--- src/hdl/mmgn_pkg.sv ---
// Shared constants and types for the min/max gray normalizer.
package mmgn_pkg;

    localparam int PIX_IN_W   = 16;
    localparam int PIXEL_BITS = 16;
    localparam int GRAY_W     = 8;
    localparam int NUM_W      = PIXEL_BITS + GRAY_W;
    localparam int CNT_W      = $clog2(GRAY_W);
    localparam int QUEUE_DEPTH = 2;
    localparam int QPTR_W     = $clog2(QUEUE_DEPTH);
    localparam int QCNT_W     = $clog2(QUEUE_DEPTH + 1);

    localparam logic [GRAY_W-1:0] GRAY_MAX = {GRAY_W{1'b1}};

    typedef enum logic [1:0] {
        CMD_CLEAR   = 2'd0,
        CMD_OBSERVE = 2'd1,
        CMD_SCALE   = 2'd2,
        CMD_NONE    = 2'd3
    } t_cmd;

    typedef struct packed {
        logic [PIXEL_BITS-1:0] pix;
        logic [PIXEL_BITS-1:0] low;
        logic [PIXEL_BITS-1:0] high;
    } t_job;

endpackage

--- src/hdl/mmgn_front.sv ---
// Front end: accepts transactions, tracks the bounds and issues scale jobs.
module mmgn_front (
    input  logic                        i_clk,
    input  logic                        i_rst_n,
    input  logic                        i_valid,
    output logic                        o_ready,
    input  logic [1:0]                  i_cmd,
    input  logic [mmgn_pkg::PIX_IN_W-1:0] i_pixel,
    input  logic                        i_queue_full,
    output logic                        o_push,
    output mmgn_pkg::t_job              o_job
);

    logic                            w_accept;
    logic [mmgn_pkg::PIXEL_BITS-1:0] w_pix;
    logic [mmgn_pkg::PIXEL_BITS-1:0] r_low;
    logic [mmgn_pkg::PIXEL_BITS-1:0] r_high;
    logic                            r_any;

    assign o_ready  = ~i_queue_full;
    assign w_accept = i_valid & o_ready;
    assign w_pix    = i_pixel[mmgn_pkg::PIXEL_BITS-1:0];

    // A scale job carries a snapshot of the bounds as they stand at acceptance.
    assign o_push     = w_accept && (mmgn_pkg::t_cmd'(i_cmd) == mmgn_pkg::CMD_SCALE);
    assign o_job.pix  = w_pix;
    assign o_job.low  = r_low;
    assign o_job.high = r_high;

    always_ff @(posedge i_clk) begin
        if (!i_rst_n) begin
            r_low  <= '0;
            r_high <= '0;
            r_any  <= 1'b0;
        end else if (w_accept) begin
            unique case (mmgn_pkg::t_cmd'(i_cmd))
                mmgn_pkg::CMD_CLEAR: begin
                    r_low  <= '0;
                    r_high <= '0;
                    r_any  <= 1'b0;
                end
                mmgn_pkg::CMD_OBSERVE: begin
                    if (!r_any) begin
                        r_low  <= w_pix;
                        r_high <= w_pix;
                        r_any  <= 1'b1;
                    end else begin
                        if (w_pix < r_low) begin
                            r_low <= w_pix;
                        end
                        if (w_pix > r_high) begin
                            r_high <= w_pix;
                        end
                    end
                end
                default: begin
                end
            endcase
        end
    end

`ifndef ASSERT_OFF
    a_bounds_ordered: assert property (@(posedge i_clk) disable iff (!i_rst_n)
        r_any |-> (r_low <= r_high))
        else $error("tracked minimum exceeds tracked maximum");
`endif

endmodule

--- src/hdl/mmgn_queue.sv ---
// Short job queue between the front end and the divider.
module mmgn_queue (
    input  logic           i_clk,
    input  logic           i_rst_n,
    input  logic           i_push,
    input  mmgn_pkg::t_job i_job,
    output logic           o_full,
    input  logic           i_pop,
    output logic           o_not_empty,
    output mmgn_pkg::t_job o_job
);

    mmgn_pkg::t_job                r_mem [mmgn_pkg::QUEUE_DEPTH];
    logic [mmgn_pkg::QPTR_W-1:0]   r_wr_ptr;
    logic [mmgn_pkg::QPTR_W-1:0]   r_rd_ptr;
    logic [mmgn_pkg::QCNT_W-1:0]   r_count;

    assign o_full      = (r_count == mmgn_pkg::QCNT_W'(mmgn_pkg::QUEUE_DEPTH));
    assign o_not_empty = (r_count != '0);
    assign o_job       = r_mem[r_rd_ptr];

    always_ff @(posedge i_clk) begin
        if (i_push) begin
            r_mem[r_wr_ptr] <= i_job;
        end
    end

    always_ff @(posedge i_clk) begin
        if (!i_rst_n) begin
            r_wr_ptr <= '0;
            r_rd_ptr <= '0;
            r_count  <= '0;
        end else begin
            if (i_push) begin
                r_wr_ptr <= r_wr_ptr + 1'b1;
            end
            if (i_pop) begin
                r_rd_ptr <= r_rd_ptr + 1'b1;
            end
            if (i_push && !i_pop) begin
                r_count <= r_count + 1'b1;
            end else if (!i_push && i_pop) begin
                r_count <= r_count - 1'b1;
            end
        end
    end

`ifndef ASSERT_OFF
    a_no_overflow: assert property (@(posedge i_clk) disable iff (!i_rst_n)
        i_push |-> !o_full || i_pop)
        else $error("push into a full queue");
    a_no_underflow: assert property (@(posedge i_clk) disable iff (!i_rst_n)
        i_pop |-> o_not_empty)
        else $error("pop from an empty queue");
    a_count_bound: assert property (@(posedge i_clk) disable iff (!i_rst_n)
        r_count <= mmgn_pkg::QCNT_W'(mmgn_pkg::QUEUE_DEPTH))
        else $error("queue count out of range");
`endif

endmodule

--- src/hdl/mmgn_back.sv ---
// Back end: range setup, restoring division for the gray value, output register.
module mmgn_back (
    input  logic                      i_clk,
    input  logic                      i_rst_n,
    input  logic                      i_job_valid,
    input  mmgn_pkg::t_job            i_job,
    output logic                      o_pop,
    output logic                      o_valid,
    input  logic                      i_ready,
    output logic [mmgn_pkg::GRAY_W-1:0] o_gray
);

    typedef enum logic [1:0] {
        S_IDLE,
        S_PREP,
        S_DIV,
        S_OUT
    } t_state;

    t_state                          r_state;
    mmgn_pkg::t_job                  r_job;
    logic [mmgn_pkg::NUM_W-1:0]      r_rem;
    logic [mmgn_pkg::PIXEL_BITS-1:0] r_div;
    logic [mmgn_pkg::CNT_W-1:0]      r_cnt;
    logic [mmgn_pkg::GRAY_W-1:0]     r_q;
    logic                            r_out_valid;
    logic [mmgn_pkg::GRAY_W-1:0]     r_gray;

    logic [mmgn_pkg::PIXEL_BITS-1:0] w_diff;
    logic [mmgn_pkg::PIXEL_BITS-1:0] w_range;
    logic [mmgn_pkg::NUM_W-1:0]      w_num;
    logic [mmgn_pkg::NUM_W-1:0]      w_dsh;
    logic                            w_out_free;
    logic                            w_load;

    assign o_pop      = (r_state == S_IDLE) && i_job_valid;
    assign o_valid    = r_out_valid;
    assign o_gray     = r_gray;
    assign w_out_free = !r_out_valid || i_ready;
    assign w_load     = (r_state == S_OUT) && w_out_free;

    // (pix - low) * 255 is formed as a shift and a subtract.
    assign w_diff  = r_job.pix - r_job.low;
    assign w_range = r_job.high - r_job.low;
    assign w_num   = {w_diff, {mmgn_pkg::GRAY_W{1'b0}}}
                     - mmgn_pkg::NUM_W'(w_diff);
    assign w_dsh   = mmgn_pkg::NUM_W'(r_div) << r_cnt;

    always_ff @(posedge i_clk) begin
        if (!i_rst_n) begin
            r_state     <= S_IDLE;
            r_out_valid <= 1'b0;
        end else begin
            if (w_load) begin
                r_out_valid <= 1'b1;
            end else if (r_out_valid && i_ready) begin
                r_out_valid <= 1'b0;
            end
            unique case (r_state)
                S_IDLE: begin
                    if (i_job_valid) begin
                        r_job   <= i_job;
                        r_state <= S_PREP;
                    end
                end
                S_PREP: begin
                    // Empty range and pixels at or outside the bounds need no division.
                    if (r_job.high <= r_job.low || r_job.pix <= r_job.low) begin
                        r_q     <= '0;
                        r_state <= S_OUT;
                    end else if (r_job.pix >= r_job.high) begin
                        r_q     <= mmgn_pkg::GRAY_MAX;
                        r_state <= S_OUT;
                    end else begin
                        r_rem   <= w_num;
                        r_div   <= w_range;
                        r_q     <= '0;
                        r_cnt   <= mmgn_pkg::CNT_W'(mmgn_pkg::GRAY_W - 1);
                        r_state <= S_DIV;
                    end
                end
                S_DIV: begin
                    if (r_rem >= w_dsh) begin
                        r_rem        <= r_rem - w_dsh;
                        r_q[r_cnt]   <= 1'b1;
                    end
                    if (r_cnt == '0) begin
                        r_state <= S_OUT;
                    end else begin
                        r_cnt <= r_cnt - 1'b1;
                    end
                end
                S_OUT: begin
                    if (w_out_free) begin
                        r_gray      <= r_q;
                        r_state     <= S_IDLE;
                    end
                end
                default: begin
                    r_state <= S_IDLE;
                end
            endcase
        end
    end

`ifndef ASSERT_OFF
    a_rem_bound: assert property (@(posedge i_clk) disable iff (!i_rst_n)
        (r_state == S_DIV) |->
            ({1'b0, r_rem} < ({1'b0, mmgn_pkg::NUM_W'(r_div)}
                << ((mmgn_pkg::CNT_W + 1)'(r_cnt) + 1'b1))))
        else $error("partial remainder outside the quotient range");
    a_out_hold: assert property (@(posedge i_clk) disable iff (!i_rst_n)
        (r_state == S_OUT && !w_out_free) |=> (r_state == S_OUT))
        else $error("result dropped while the output register was busy");
`endif

endmodule

--- src/hdl/min_max_gray_normalizer_top.sv ---
// Top level of the min/max gray normalizer.
//
//   Channel  Direction  Handshake          Payload
//   input    in         i_valid / o_ready  i_cmd[1:0], i_pixel[15:0]
//   output   out        o_valid / i_ready  o_gray[7:0]
//
// Clear and observe transactions are handled in the front end and give no result.
// After acceptance a scale transaction reaches the output register through queue pop,
// range setup, eight restoring-division steps and the load of the output register.
// An empty range or a pixel at or outside the bounds skips the division.
// Reset (i_rst_n, synchronous, active low) clears the bounds, the job queue and the FSM.
// A stalled output holds the back end in its output state; the two-entry job queue then fills and o_ready drops.
module min_max_gray_normalizer_top (
    input  logic                          i_clk,
    input  logic                          i_rst_n,
    input  logic                          i_valid,
    output logic                          o_ready,
    input  logic [1:0]                    i_cmd,
    input  logic [mmgn_pkg::PIX_IN_W-1:0] i_pixel,
    output logic                          o_valid,
    input  logic                          i_ready,
    output logic [mmgn_pkg::GRAY_W-1:0]   o_gray
);

    logic           w_push;
    logic           w_full;
    logic           w_pop;
    logic           w_not_empty;
    mmgn_pkg::t_job w_job_in;
    mmgn_pkg::t_job w_job_out;

    mmgn_front u_front (
        .i_clk        (i_clk),
        .i_rst_n      (i_rst_n),
        .i_valid      (i_valid),
        .o_ready      (o_ready),
        .i_cmd        (i_cmd),
        .i_pixel      (i_pixel),
        .i_queue_full (w_full),
        .o_push       (w_push),
        .o_job        (w_job_in)
    );

    mmgn_queue u_queue (
        .i_clk       (i_clk),
        .i_rst_n     (i_rst_n),
        .i_push      (w_push),
        .i_job       (w_job_in),
        .o_full      (w_full),
        .i_pop       (w_pop),
        .o_not_empty (w_not_empty),
        .o_job       (w_job_out)
    );

    mmgn_back u_back (
        .i_clk       (i_clk),
        .i_rst_n     (i_rst_n),
        .i_job_valid (w_not_empty),
        .i_job       (w_job_out),
        .o_pop       (w_pop),
        .o_valid     (o_valid),
        .i_ready     (i_ready),
        .o_gray      (o_gray)
    );

endmodule

--- config.mk ---
export PLATFORM = sky130hd
export DESIGN_NAME = min_max_gray_normalizer_top
export DESIGN_NICKNAME = d
export VERILOG_FILES = /design/src/hdl/mmgn_pkg.sv /design/src/hdl/mmgn_front.sv /design/src/hdl/mmgn_queue.sv /design/src/hdl/mmgn_back.sv /design/src/hdl/min_max_gray_normalizer_top.sv
export SDC_FILE = /design/constraint.sdc
export NUM_CORES = 1
export LEC_CHECK = 0
export BUFFER_PORTS_ARGS = -buffer_cell sky130_fd_sc_hd__clkbuf_2
export CAP_MARGIN = 15
export CORE_AREA = 3 3 183 185
export CTS_CLUSTER_DIAMETER = 80
export DETAILED_ROUTE_END_ITERATION = 10
export DIE_AREA = 0 0 186 188
export PLACE_DENSITY_LB_ADDON = 0.12
export SETUP_SLACK_MARGIN = 0.3
export SYNTH_ARGS = -nofsm -noshare
export SYNTH_HDL_FRONTEND = slang
export SYNTH_SLANG_ARGS = --single-unit
--- constraint.sdc ---
create_clock -name i_clk -period 11 [get_ports i_clk]
set_clock_uncertainty 0.05 [all_clocks]
set_input_delay 1.65 -clock i_clk [delete_from_list [all_inputs] [get_ports i_clk]]
set_output_delay 1.65 -clock i_clk [all_outputs]
set_load 0.05 [all_outputs]
==> results of run 1 <==
sequential cells by signal, summed over array words and instances, names as in the netlist:
register and cells:
u_front.r_any 1, u_queue.r_count 2, u_back.r_state 2, u_back.r_q 8
u_back.o_valid 1, u_back.r_job 48, u_front.r_low 16, u_front.r_high 16
u_queue.r_rd_ptr 1, u_back.r_rem 24, u_queue.r_mem 96, u_back.r_div 16
u_queue.r_wr_ptr 1, u_back.o_gray 8, u_back.r_cnt 3
power groups by stage:
stage | logic [mW] | clock network (mW) | registers [mW]
detailed placement | 1.36 | 0 | 1.21
CTS | 1.37 | 0.997 | 1.19
global placement | 1.35 | 0 | 1.21
floorplan | 1.05 | 0 | 1.20
global route | 1.52 | 1.03 | 1.20
finish | 1.36 | 0.970 | 1.19
synthesized netlist by cell type (all sizes together) (3+ instances only):
cell	count
inv	99
a211oi	8
o31a	6
mux2i	57
a2111oi	4
a21o	29
nand3	16
a311oi	6
or3	8
edfxtp	203
nand2b	11
nand2	63
a21oi	70
nand4	16
xor2	21
and3	7
o41ai	4
ha	116
fa	3
a21boi	7
or2	6
nor2	105
nor3	21
o211ai	5
o2111ai	4
o21a	18
o31ai	5
a221oi	3
dfxtp	40
a22oi	3
nor3b	3
o21ai	59
nor2b	24
o21bai	8
mux2	52
and4	3
clkbuf	21
buf	20
xnor2	38
and2	27
a31oi	17
and4b	3
metal layers:
layer / up-vias / global-route usage, % / wire [um]
li1: 4800 / - / -
met1: 4481 / 24.8 / 14400
met2: 177 / 29.7 / 14900
met3: 60 / 2.54 / 1210
met4: 0 / 6.02 / 1180
met5: - / 0 / 0
worst max path at each step:
stage | from | end | depth (start not counted)
floorplan | u_back.r_cnt[0] | u_back.r_rem[0] | 17
global placement | u_back.r_cnt[1] | u_back.r_rem[14] | 16
detailed placement | u_back.r_cnt[1] | u_back.r_rem[14] | 16
CTS | u_back.r_cnt[1] | u_back.r_rem[7] | 16
global route | u_back.r_cnt[1] | u_back.r_rem[7] | 16
finish | u_back.r_cnt[1] | u_back.r_rem[7] | 16
layout make-up:
cell class,count,share of cell area (%)
sequential,243,43.4
multi-input combinational,896,43.2
clock buffer,31,4.48
tap,408,3.21
inverter,99,2.34
clock inverter,21,1.70
timing repair buffer,46,1.68
worst max-delay path, cell delays in order, from the launching register on:
cell and delay, ns:
edfxtp_1 0.90, inv_1 0.48, o31a_1 0.42, mux2i_1 0.18, ha_1 0.34, a21o_1 0.21
a21oi_1 0.13, o21bai_1 0.09, a32o_1 0.21, a31o_2 0.25, a21o_1 0.20, nor3_1 0.16
o21ai_0 0.11, a2111oi_0 0.40, buf_4 0.21, nor3_2 0.04, buf_4 0.23
kinds of logic (layout without fill, tap and decap cells):
logic type,after synthesis,in the layout
fa+ha+maj,120,120
simple gates,324,324
compound gates,283,283
xor+xnor,60,60
flops,243,243
mux,109,109
buf+inv,140,197
metrics by stage:
step	setup WS, ns	utilization, %	hold WS, ns	power, mW	area (um^2)
4_1_cts	6.05	49.4	0.405	3.57	15900
6_report	6.09	49.4	0.398	3.53	15900
3_3_place_gp	6.16	46.3	0.389	2.57	14900
2_1_floorplan	5.76	-	0.371	2.25	14300
5_1_grt	5.63	49.4	0.417	3.75	15900
3_5_place_dp	6.10	46.3	0.389	2.58	14900
==> results.py, run 1 <==
metrics = {
    "timing": {
        "setup_viol": 0,
        "setup_tns_ns": 0,
        "tightestPinTransition_ns": 1.07,
        "hold_viol_final": 0,
        "fmax_mhz": 203,
        "layout_worst_path_cycle_share_pct": 44.7,
        "period_needed_ns": 4.91,
        "rsz0062_at_grt": "false",
        "slew_headroom_pct": 28.9,
        "maxSlewViolCount": 0,
    },
    "setup_path": {
        "r2r_cells": 16,
        "regToRegSetupSlack_ns": 6.09,
        "required_ns": 11.21,
        "r2r_end": "u_back.r_rem[7]",
        "critPathMaxFanout": 27,
        "cp-start-kind": "flip-flop",
        "critical_path_class": "flip-flop to flip-flop",
        "worstReg2RegStart": "u_back.r_cnt[1]",
        "crit_arrival_ns": 5.12,
        "endpoint_kind": "flip-flop",
    },
    "run_status": {
        "status": "finished, final reports clean",
    },
    "clocking": {
        "clk_pin_slew_ns": 0.06,
        "numCtsBuffers": 28,
        "post_cts_resize_count": 0,
        "cts_setup_buffers": 0,
        "clock-sinks": 243,
        "clk_latency_ns": 0.57,
        "clock_tree.root_cell": "clkbuf_16",
        "htreeDepth": 1,
        "hold_buffers": 0,
        "cts_tree": "built",
        "cts_buffer_depth": 3,
    },
    "synth": {
        "synthXorXnorAreaFrac_pct": 3.83,
        "ys_ff_latch": 243,
        "syn_avg_cell_area_um2": 11.2,
        "yosys-top-cells-area": "edfxtp_1 (43%), ha_1 (10%), dfxtp_1 (5.6%)",
        "synth_top_family_by_area": "compound AO/OA/AOI/OAI gates",
        "synth-compound-area-share_pct": 14.0,
        "ys_seq_area_share_pct": 48.3,
        "synth_nets": 1420,
        "yosys.area.top_type": "edfxtp_1",
        "synthMuxAreaShare_pct": 8.09,
        "synthFlopType": "edfxtp_1",
        "ys.warnings.count": 0,
        "yosysTopAreaCellShare_pct": 42.7,
        "synth_adder_area_share_pct": 10.6,
        "synth_cells": 1279,
        "synth_edf_count": 203,
        "synth-simple-area-share_pct": 11.4,
        "syn_area_um2": 14300,
        "synthArstFlopShare_pct": 0,
        "yosys.cell_types.count": 90,
    },
    "routing": {
        "drc": 0,
        "via_per_inst": 5.46,
        "finalWirelength_um": 31700,
        "antenna_left": 0,
        "drt_pass1_iterations": 5,
        "wire_per_inst_um": 18.2,
        "vias": 9518,
        "dr.first_iter.drc_count": 652,
    },
    "floorplanning": {
        "die_x_um": 186,
        "dieArea_um2": 35000,
        "ioPinCount": 32,
        "core.rowCount": 66,
        "dieHeight_um": 188,
        "start_util_pct": 44.4,
        "core_um2": 32200,
    },
    "finish": {
        "final_cell_mix": "edfxtp_1 (203), ha_1 (116), nor2_1 (102)",
        "seqCellArea_um2": 6900,
        "fin_cells": 1744,
        "fin_nets": 1455,
        "final_common_cell": "edfxtp_1",
        "antenna_cells": 0,
        "fillerInstances": 2940,
        "synthToLayoutAreaGrowth_pct": 11.3,
        "drive_gt1_share_pct": 13.8,
        "multi_input_area_um2": 6870,
    },
    "pwr": {
        "power.switching_mw": 1.23,
        "p_sw_share_pct": 34.8,
        "internal_power_mw": 2.30,
        "ir_drop_uv": 129,
        "power_frac_seq_pct": 33.8,
        "power_frac_clock_pct": 27.5,
        "powerDensity_nw_per_um2": 222,
        "leakage_nw": 6.16,
        "pwr-share-comb_pct": 38.7,
    },
    "min_path": {
        "hp-class": "flip-flop to flip-flop",
        "hold_start": "u_back.r_q[0]",
        "min_path_cells": 0,
        "hold_path_end": "u_back.o_gray[0]",
    },
    "global_routing": {
        "grt_pass1_vias": 9320,
        "grtUsageTotal_pct": 18.1,
        "grt_max_degree": 50,
        "antenna_found_initial": 0,
        "grt_pass1_wl_um": 50400,
        "gr-total-overflow": 0,
    },
    "placed_design": {
        "io_buffers": 31,
        "place_hpwl_um": 23600,
        "placed_cells": 1692,
        "gp_congestion": 0.871,
    },
    "job": {
        "cap_violations": 0,
    },
}
Power figures use the tool's default switching activity.
==> inputs of run 2 (changes only) <==
clock period = 4.7 ns   (was 11 ns; I/O delays follow)
==> run 2 against run 1 <==
Against the previous run:
- die area unchanged
- largest power group unchanged
- critical path type unchanged
- core utilization increased by 0.98 points
- worst hold slack worse by 0.041 ns
- register-to-register slack got worse by 5.6 ns
- worst setup slack lost 5.6 ns
==> results.py, run 2 (synthesized netlist as in run 1, its figures left out) <==
metrics = {
    "run_status": {
        "status": "finished, final reports clean",
    },
    "pwr": {
        "ir_drop_uv": 262,
        "total_power_mw": 8.19,
        "powerDensity_nw_per_um2": 505,
        "leakage_nw": 6.26,
    },
    "finish": {
        "synthToLayoutAreaGrowth_pct": 13.5,
        "drive_gt1_share_pct": 17.2,
        "top_register": "u_queue.r_mem",
        "antenna_cells": 0,
        "finish.utilization_pct": 50.4,
        "multi_input_area_um2": 7020,
        "final_common_cell": "edfxtp_1",
        "fillerInstances": 2954,
        "fin_cells": 1771,
        "top_regs": "u_queue.r_mem (96), u_back.r_job (48), u_back.r_rem (24)",
        "final_cell_mix": "edfxtp_1 (203), ha_1 (112), nor2_1 (100)",
        "seqCellArea_um2": 6900,
        "fin_nets": 1484,
        "largest_reg_flops": 96,
    },
    "routing": {
        "dr.first_iter.drc_count": 568,
        "vias": 9564,
        "antenna_left": 0,
        "via_per_inst": 5.40,
        "drc": 0,
        "routed-wl-met3_um": 828,
        "finalWirelength_um": 31600,
        "detail_route.wirelength.met1_um": 15100,
        "dr.max_layer_used": "met4",
        "met2_wirelength_um": 14800,
        "wire_per_inst_um": 17.9,
        "drt_pass1_iterations": 5,
    },
    "clocking": {
        "clock_tree.root_cell": "clkbuf_16",
        "clock-sinks": 243,
        "cts_tree": "built",
        "clk_latency_ns": 0.55,
        "htreeDepth": 1,
        "hold_buffers": 0,
        "cts_buffer_depth": 3,
        "clk_pin_slew_ns": 0.06,
        "numCtsBuffers": 27,
    },
    "floorplanning": {
        "dieHeight_um": 188,
        "start_util_pct": 44.4,
        "die_x_um": 186,
        "core_um2": 32200,
        "core.rowCount": 66,
        "dieArea_um2": 35000,
        "ioPinCount": 32,
    },
    "setup_path": {
        "crit_chain": "buf_4 -> clkbuf_16 -> and2_1 -> nor3_1 -> a21oi_1 -> mux2i_1 -> ha_1 -> and4_1 -> a32o_1 -> a31o_2 -> a21o_1 -> nor3_2 -> o21ai_1 -> a2111oi_2 -> buf_4 -> nor3_4 -> clkbuf_16",
        "r2r_end": "u_back.r_rem[0]",
        "regToRegSetupSlack_ns": 0.46,
        "worstReg2RegStart": "u_back.r_cnt[0]",
        "required_ns": 4.95,
        "endpoint_kind": "flip-flop",
        "cp-start-kind": "flip-flop",
        "crit_arrival_ns": 4.49,
        "critical_path_class": "flip-flop to flip-flop",
        "cp.depth": 17,
        "critPathMaxFanout": 12,
        "cp_top_family": "compound AO/OA/AOI/OAI gates",
        "r2r_cells": 17,
        "slowest_stage": "edfxtp_1",
        "cp_slowest_stage_delay_ns": 0.38,
        "worst-path-buf-inv": 4,
    },
    "timing": {
        "setup_viol": 0,
        "period_needed_ns": 4.24,
        "layout_worst_path_cycle_share_pct": 90.2,
        "slew_headroom_pct": 44.8,
        "maxSlewViolCount": 0,
        "tightestPinTransition_ns": 0.817,
        "fmax_mhz": 236,
        "rsz0062_at_grt": "true",
        "setup_tns_ns": 0,
        "hold_viol_final": 0,
    },
    "placed_design": {
        "io_buffers": 31,
        "place_hpwl_um": 23300,
        "placed_cells": 1704,
        "gp_congestion": 0.899,
    },
    "global_routing": {
        "grt_pass1_vias": 9604,
        "grtUsageTotal_pct": 18.1,
        "grt_pass1_wl_um": 50900,
        "antenna_found_initial": 0,
        "gr-total-overflow": 0,
        "grt_max_degree": 48,
    },
    "job": {
        "cap_violations": 0,
    },
    "min_path": {
        "hold_start": "i_cmd[0]",
        "hp-class": "input pin to flip-flop",
        "hold_path_end": "u_front.r_any",
        "min_path_cells": 3,
    },
}
==> run 2: changes by cell type in the layout (fill, tap and decap cells not counted), sizes merged <==
cell      delta
buf         +28
bufinv       -2
clkbuf       +3
clkinv       -3
clkinvlp     +3
inv          -2
==> run 2: how the worst max path moves through the flow <==
| stage | startpoint | to | slack [ns] |
|---|---|---|---|
| 2_1_floorplan | u_back.r_cnt[0] | u_back.r_q[0] | 0.47 |
| 3_3_place_gp | u_back.r_job[16] | u_back.r_rem[22] | 0.34 |
| 3_5_place_dp | u_back.r_job[16] | u_back.r_rem[22] | 0.25 |
| 4_1_cts | u_back.r_job[16] | u_back.r_rem[20] | 0.32 |
| 5_1_grt | u_back.r_job[16] | u_back.r_rem[23] | 0.24 |
| 6_report | u_back.r_cnt[0] | u_back.r_rem[0] | 0.46 |
==> run 2: per-stage QoR <==
| stage | worst slack, ns | cell area, um^2 | hold WS [ns] |
|---|---|---|---|
| 6_report | 0.463 | 16200 | 0.357 |
| 5_1_grt | 0.245 | 16200 | 0.356 |
| 4_1_cts | 0.317 | 15900 | 0.338 |
| 3_5_place_dp | 0.255 | 15000 | 0.387 |
| 3_3_place_gp | 0.344 | 15000 | 0.394 |
| 2_1_floorplan | 0.467 | 14300 | 0.371 |
==> run 2: power by group <==
group | internal [mW] | switching [mW]
clock network | 1.22 | 0.845
logic | 1.41 | 1.89
registers | 2.70 | 0.126
==> run 2: per-layer routing <==
metal / GRT usage [%] / up-vias
met5: 0 / -
met3: 2.25 / 51
li1: - / 4859
met4: 4.55 / 0
met2: 30.0 / 125
met1: 25.3 / 4529
==> run 2: final cells by class <==
cell class	instances	area share, %
flip-flops and latches	243	42.5
clock inverters	17	1.03
clock buffers	32	4.28
well taps	408	3.15
repair buffers	76	3.41
inverters	99	2.31
multi-input cells	896	43.3
==> run 2: repair_timing <==
item | 4_1_cts | 5_1_grt
gates resized for setup | 2 | 32
setup endpoints to repair | 3 | 46
pin swaps | 0 | 20
buffers inserted | 0 | 16
gates cloned | 0 | 2
==> run 2: worst min-delay path: cells and delay by family <==
family	cells	cell delay, ns
buffers and inverters	1	0.09
AO/OA/AOI/OAI	1	0.05
AND/OR/NAND/NOR	1	0.05
